File: src/sv/rans_interleaved_encoder_unit_assert.svh
// Assertion macros used by the encoder controller.
// Each macro expects clk and rst_n to be visible where it is used.
`ifndef RANS_INTERLEAVED_ENCODER_UNIT_ASSERT_SVH
`define RANS_INTERLEAVED_ENCODER_UNIT_ASSERT_SVH

// Same-cycle implication.
`define RIE_ASSERT_NOW(lbl, ante, cons, msg) \
    lbl: assert property (@(posedge clk) disable iff (!rst_n) (ante) |-> (cons)) \
        else $error(msg);

// Next-cycle implication.
`define RIE_ASSERT_NEXT(lbl, ante, cons, msg) \
    lbl: assert property (@(posedge clk) disable iff (!rst_n) (ante) |=> (cons)) \
        else $error(msg);

`endif

File: src/sv/rie_pkg.sv
`timescale 1ns / 1ps
package rie_pkg;

    typedef enum logic [1:0] {
        OP_LOAD   = 2'd0,
        OP_ENCODE = 2'd1,
        OP_FLUSH  = 2'd2,
        OP_NONE   = 2'd3
    } rie_op_t;

    typedef enum logic [1:0] {
        ST_OK        = 2'd0,
        ST_BAD_TABLE = 2'd1,
        ST_ZERO_FREQ = 2'd2
    } rie_status_t;

    localparam logic [2:0] BYTES_NONE  = 3'd0;
    localparam logic [2:0] BYTES_RENORM = 3'd2;
    localparam logic [2:0] BYTES_FLUSH = 3'd4;

    localparam logic [31:0] LANE_INIT = 32'h0001_0000;
    localparam int          TOTAL_W   = 21;
    localparam int          FREQ_W    = 13;

    // Commands from the controller to the datapath.
    typedef struct packed {
        logic accept_load;
        logic accept_enc;
        logic flush_init;
        logic mark_zero;
        logic div_init;
        logic div_step;
        logic mul;
        logic upd;
        logic emit_enc;
        logic emit_flush;
    } rie_cmd_t;

    // Status from the datapath to the controller.
    typedef struct packed {
        logic table_valid;
        logic freq_zero;
        logic div_last;
        logic flush_last;
    } rie_sts_t;

endpackage

File: src/sv/rie_ctrl.sv
`timescale 1ns / 1ps
`include "rans_interleaved_encoder_unit_assert.svh"
module rie_ctrl (
    input  logic              clk,
    input  logic              rst_n,
    input  logic              req_valid,
    input  rie_pkg::rie_op_t  operation,
    output logic              req_ready,
    output logic              rsp_valid,
    input  logic              rsp_ready,
    output rie_pkg::rie_cmd_t cmd,
    input  rie_pkg::rie_sts_t sts
);
    import rie_pkg::*;

    typedef enum logic [2:0] {
        S_IDLE,
        S_READ,
        S_DIV,
        S_MUL,
        S_UPD,
        S_EMIT,
        S_FLUSH
    } state_t;

    state_t state_reg, state_next;
    logic   rsp_valid_reg, rsp_valid_next;
    logic   accept;
    logic   slot_free;

    assign req_ready = (state_reg == S_IDLE);
    assign rsp_valid = rsp_valid_reg;
    assign accept    = req_valid && req_ready;
    assign slot_free = !rsp_valid_reg || rsp_ready;

    always_comb
    begin
        cmd        = '0;
        state_next = state_reg;
        unique case (state_reg)
            S_IDLE:
            begin
                if (accept)
                begin
                    unique case (operation)
                        OP_LOAD:
                        begin
                            cmd.accept_load = 1'b1;
                        end
                        OP_ENCODE:
                        begin
                            cmd.accept_enc = 1'b1;
                            state_next     = sts.table_valid ? S_READ : S_EMIT;
                        end
                        OP_FLUSH:
                        begin
                            cmd.flush_init = 1'b1;
                            state_next     = S_FLUSH;
                        end
                        default:
                        begin
                            state_next = S_IDLE;
                        end
                    endcase
                end
            end
            S_READ:
            begin
                if (sts.freq_zero)
                begin
                    cmd.mark_zero = 1'b1;
                    state_next    = S_EMIT;
                end
                else
                begin
                    cmd.div_init = 1'b1;
                    state_next   = S_DIV;
                end
            end
            S_DIV:
            begin
                cmd.div_step = 1'b1;
                if (sts.div_last)
                begin
                    state_next = S_MUL;
                end
            end
            S_MUL:
            begin
                cmd.mul    = 1'b1;
                state_next = S_UPD;
            end
            S_UPD:
            begin
                cmd.upd    = 1'b1;
                state_next = S_EMIT;
            end
            S_EMIT:
            begin
                if (slot_free)
                begin
                    cmd.emit_enc = 1'b1;
                    state_next   = S_IDLE;
                end
            end
            S_FLUSH:
            begin
                if (slot_free)
                begin
                    cmd.emit_flush = 1'b1;
                    if (sts.flush_last)
                    begin
                        state_next = S_IDLE;
                    end
                end
            end
            default:
            begin
                state_next = S_IDLE;
            end
        endcase
    end

    always_comb
    begin
        rsp_valid_next = rsp_valid_reg;
        if (cmd.emit_enc || cmd.emit_flush)
        begin
            rsp_valid_next = 1'b1;
        end
        else if (rsp_ready)
        begin
            rsp_valid_next = 1'b0;
        end
    end

    always_ff @(posedge clk or negedge rst_n)
    begin
        if (!rst_n)
        begin
            state_reg     <= S_IDLE;
            rsp_valid_reg <= 1'b0;
        end
        else
        begin
            state_reg     <= state_next;
            rsp_valid_reg <= rsp_valid_next;
        end
    end

    `RIE_ASSERT_NOW(a_emit_slot, (cmd.emit_enc || cmd.emit_flush), (!rsp_valid_reg || rsp_ready), "result written over a pending transfer")
    `RIE_ASSERT_NEXT(a_flush_end, (cmd.emit_flush && sts.flush_last), (state_reg == S_IDLE), "flush did not end after the lowest lane")
    `RIE_ASSERT_NEXT(a_div_end, (state_reg == S_DIV && sts.div_last), (state_reg == S_MUL), "divider did not hand over to the multiply step")
    `RIE_ASSERT_NOW(a_no_accept_busy, (state_reg != S_IDLE), (!req_ready), "input taken while an item is in progress")

endmodule

File: config.mk
export PLATFORM = sky130hd
export DESIGN_NAME = rie_ctrl
export DESIGN_NICKNAME = d
export VERILOG_FILES = /design/src/sv/rie_pkg.sv /design/src/sv/rie_ctrl.sv
export VERILOG_INCLUDE_DIRS = /design/src /design/src/sv
export SDC_FILE = /design/constraint.sdc
export NUM_CORES = 1
export LEC_CHECK = 0
export BUFFER_PORTS_ARGS = -buffer_cell sky130_fd_sc_hd__buf_2
export CORE_UTILIZATION = 35
export DETAILED_ROUTE_END_ITERATION = 6
export GPL_TIMING_DRIVEN = 1
export MAX_ROUTING_LAYER = met4
export REMOVE_ABC_BUFFERS = 1
export SETUP_SLACK_MARGIN = 0.1
export SLEW_MARGIN = 20
export SYNTH_ARGS = -nofsm -noshare
export SYNTH_HDL_FRONTEND = slang
export SYNTH_SLANG_ARGS = --single-unit
File: constraint.sdc
create_clock -name clk -period 3.07 [get_ports clk]
set_input_delay 0.307 -clock clk [delete_from_list [all_inputs] [get_ports clk]]
set_output_delay 0.307 -clock clk [all_outputs]
set_load 0.05 [all_outputs]
==> flow_metrics.py <==
metrics = {
    "run_status": {
        "status": "complete, no violations",
    },
    "floorplanning": {
        "initial_core_util_pct": 39.3,
        "die_w_um": 38.0,
        "std_cell_rows": 12,
        "io_pins": 22,
        "die_area_mm2": 0.00145,
        "core-area_mm2": 0.00116,
        "die_y_um": 38.0,
    },
    "cts": {
        "clk_root_buffer_cell": "clkbuf_4",
        "cts_sinks": 4,
        "clkSlewWorstSetupHoldPaths_ns": 0.04,
        "htreeDepth": 1,
        "cts_hold_buf": 1,
        "insertion_delay_ns": 0.23,
        "cts_buffers": 3,
        "cts_tree": "yes",
        "clockBufferDepth": 2,
        "cts_setup_buffers": 0,
        "cts_resized": 0,
    },
    "yosys": {
        "yosys.area.top_type": "dfrtp_1",
        "netlist.area_leader.share_pct": 22.0,
        "syn_area_per_cell_um2": 7.57,
        "netlist_area_um2": 454,
        "yosysSeqAreaShare_pct": 22.0,
        "syn-instance-count": 60,
        "synth.distinct_cells": 26,
        "yosys_warnings": 0,
        "netlist_top_cells_area": "dfrtp_1, ha_1, and3_1",
        "synth_seq_cells": 4,
    },
    "worst_setup_path": {
        "crit_slowest_cell": "dfrtp_1",
        "crit-reg2reg-capture": "state_reg[2]",
        "critPathCaptureType": "output port",
        "path_cells": "inv_1 -> nor3_1 -> buf_2",
        "reg2reg_depth": 4,
        "rr_startpoint": "state_reg[1]",
        "cp_top_family": "flip-flops",
        "path_class": "reg2out",
        "required_ns": 2.76,
        "cp_max_fo": 13,
        "cp-start-kind": "register",
        "worstPathArrival_ns": 1.53,
        "reg2reg_slack_ns": 1.61,
        "max_stage_delay_ns": 0.60,
        "crit_buf_inv": 2,
    },
    "timing": {
        "rsz0062_at_grt": "false",
        "tns_ns": 0,
        "slew-limit-headroom_pct": 66.4,
        "worstMarginPinSlew_ns": 0.505,
        "final_hold_viol_count": 0,
        "fmax_ghz": 0.544,
        "setup_violations": 0,
        "layout_setup_ws_ns": 1.23,
        "skew_ns": 0.00347,
        "min_period_ns": 1.84,
        "slew_violations": 0,
        "finalCritPeriodShare_pct": 59.8,
    },
    "power": {
        "peakVddDrop_mv": 0.565,
        "leakagePower_uw": 0.000332,
        "powerDensity_mw_per_mm2": 1050,
        "finalPower_uw": 613,
    },
    "global_route": {
        "grt-ovfl-total": 0,
        "grt_pass1_vias": 403,
        "grt_start_max_net_pins": 17,
        "track_usage_pct": 17.8,
        "grt_pass1_wl_mm": 1.77,
        "antenna_found_initial": 0,
    },
    "hold_path": {
        "min_path_type": "in2async",
    },
    "placement": {
        "io_buffers": 21,
        "place.gp.congestion": 0.779,
        "place_hpwl_um": 818,
        "dpl_cell_area_um2": 553,
        "pre_cts_ws_ns": 1.51,
    },
    "routing": {
        "vias_per_cell": 5.17,
        "firstDrtPassIters": 4,
        "vias": 496,
        "wirelength_mm": 1.06,
        "drtAntennaViolNets": 0,
        "drcViolationCount": 0,
        "wl_per_cell_um": 11.1,
        "drt-initial-drc-count": 15,
    },
    "final_layout": {
        "area.growth.synth_to_final_pct": 28.9,
        "fillCellCount": 123,
        "antenna-diode-count": 0,
        "largest_reg_flops": 3,
        "regArea_um2": 100,
        "stdcell_area_um2": 586,
        "multi_input_comb_area_um2": 308,
        "final_common_cell": "buf_2",
        "finish.utilization_pct": 50.6,
        "layout.nets": 97,
        "mostFrequentLayoutCells": "buf_2, nand2_1, inv_1, nor2_1, and3_1",
        "drive_gt1_share_pct": 34.1,
    },
    "run": {
        "drv_cap": 0,
    },
}
cell families (layout without fill, tap and decap cells):
kind of cell | Yosys count | in the layout | synth area share [%]
AO/OA/AOI/OAI | 14 | 14 | 25.3
XOR/XNOR | 1 | 1 | 1.93
adder cells (fa/ha/maj) | 3 | 3 | 8.27
buffers and inverters | 9 | 31 | 10.2
flip-flops | 4 | 4 | 22.0
AND/OR/NAND/NOR | 29 | 29 | 32.2
metal layers:
metal | share of wire (%) | wire length (um) | GRT usage, %
met3 | 5.3 | 56 | 5.23
met5 | 0 | 0 | -
met2 | 47 | 499 | 23.7
met4 | 0 | 0 | 5.36
met1 | 48 | 508 | 25.5
stage by stage:
| step | hold WS (ns) | instances |
|---|---|---|
| 2_1_floorplan | 0.0114 | 57 |
| 3_3_place_gp | 0.115 | 92 |
| 3_5_place_dp | 0.117 | 92 |
| 4_1_cts | 0.404 | 96 |
| 5_1_grt | 0.418 | 96 |
| 6_report | 0.410 | 96 |
synth_stat cells, drive strengths merged:
cell     count
a211oi       1
a21o         1
a21oi        3
a2bb2oi      2
a32o         1
and3         5
buf          3
dfrtp        4
ha           3
inv          6
nand2        7
nand2b       4
nand3        2
nor2         6
nor2b        1
nor3         4
o21a         1
o21ai        2
o21bai       1
o22ai        1
o2bb2ai      1
xor2         1
area by class of cell:
| type | count | share of cell area [%] |
|---|---|---|
| clock buffers | 3 | 3.85 |
| multi-input cells | 47 | 52.6 |
| repair buffers | 22 | 19.7 |
| inverters | 6 | 3.85 |
| flip-flops and latches | 4 | 17.1 |
| well taps | 14 | 2.99 |
worst max-delay path by stage:
stage                  from  endpoint  slack (ns)  cells past startpoint
5_1_grt        state_reg[0]    cmd[3]        1.13                      3
3_3_place_gp   state_reg[1]    cmd[1]        1.55                      4
3_5_place_dp   state_reg[1]    cmd[0]        1.51                      3
6_report       state_reg[1]    cmd[0]        1.23                      3
2_1_floorplan     rsp_valid    cmd[0]        0.83                      3
4_1_cts        state_reg[1]    cmd[1]        1.26                      4
report_power, final:
| group | switching [uW] | total, uW | internal, uW |
|---|---|---|---|
| combinational | 270 | 404 | 134 |
| sequential | 70.2 | 145 | 75.2 |
| clock | 20.3 | 64.0 | 43.6 |
Note: power is estimated with default switching activity, not from simulation.
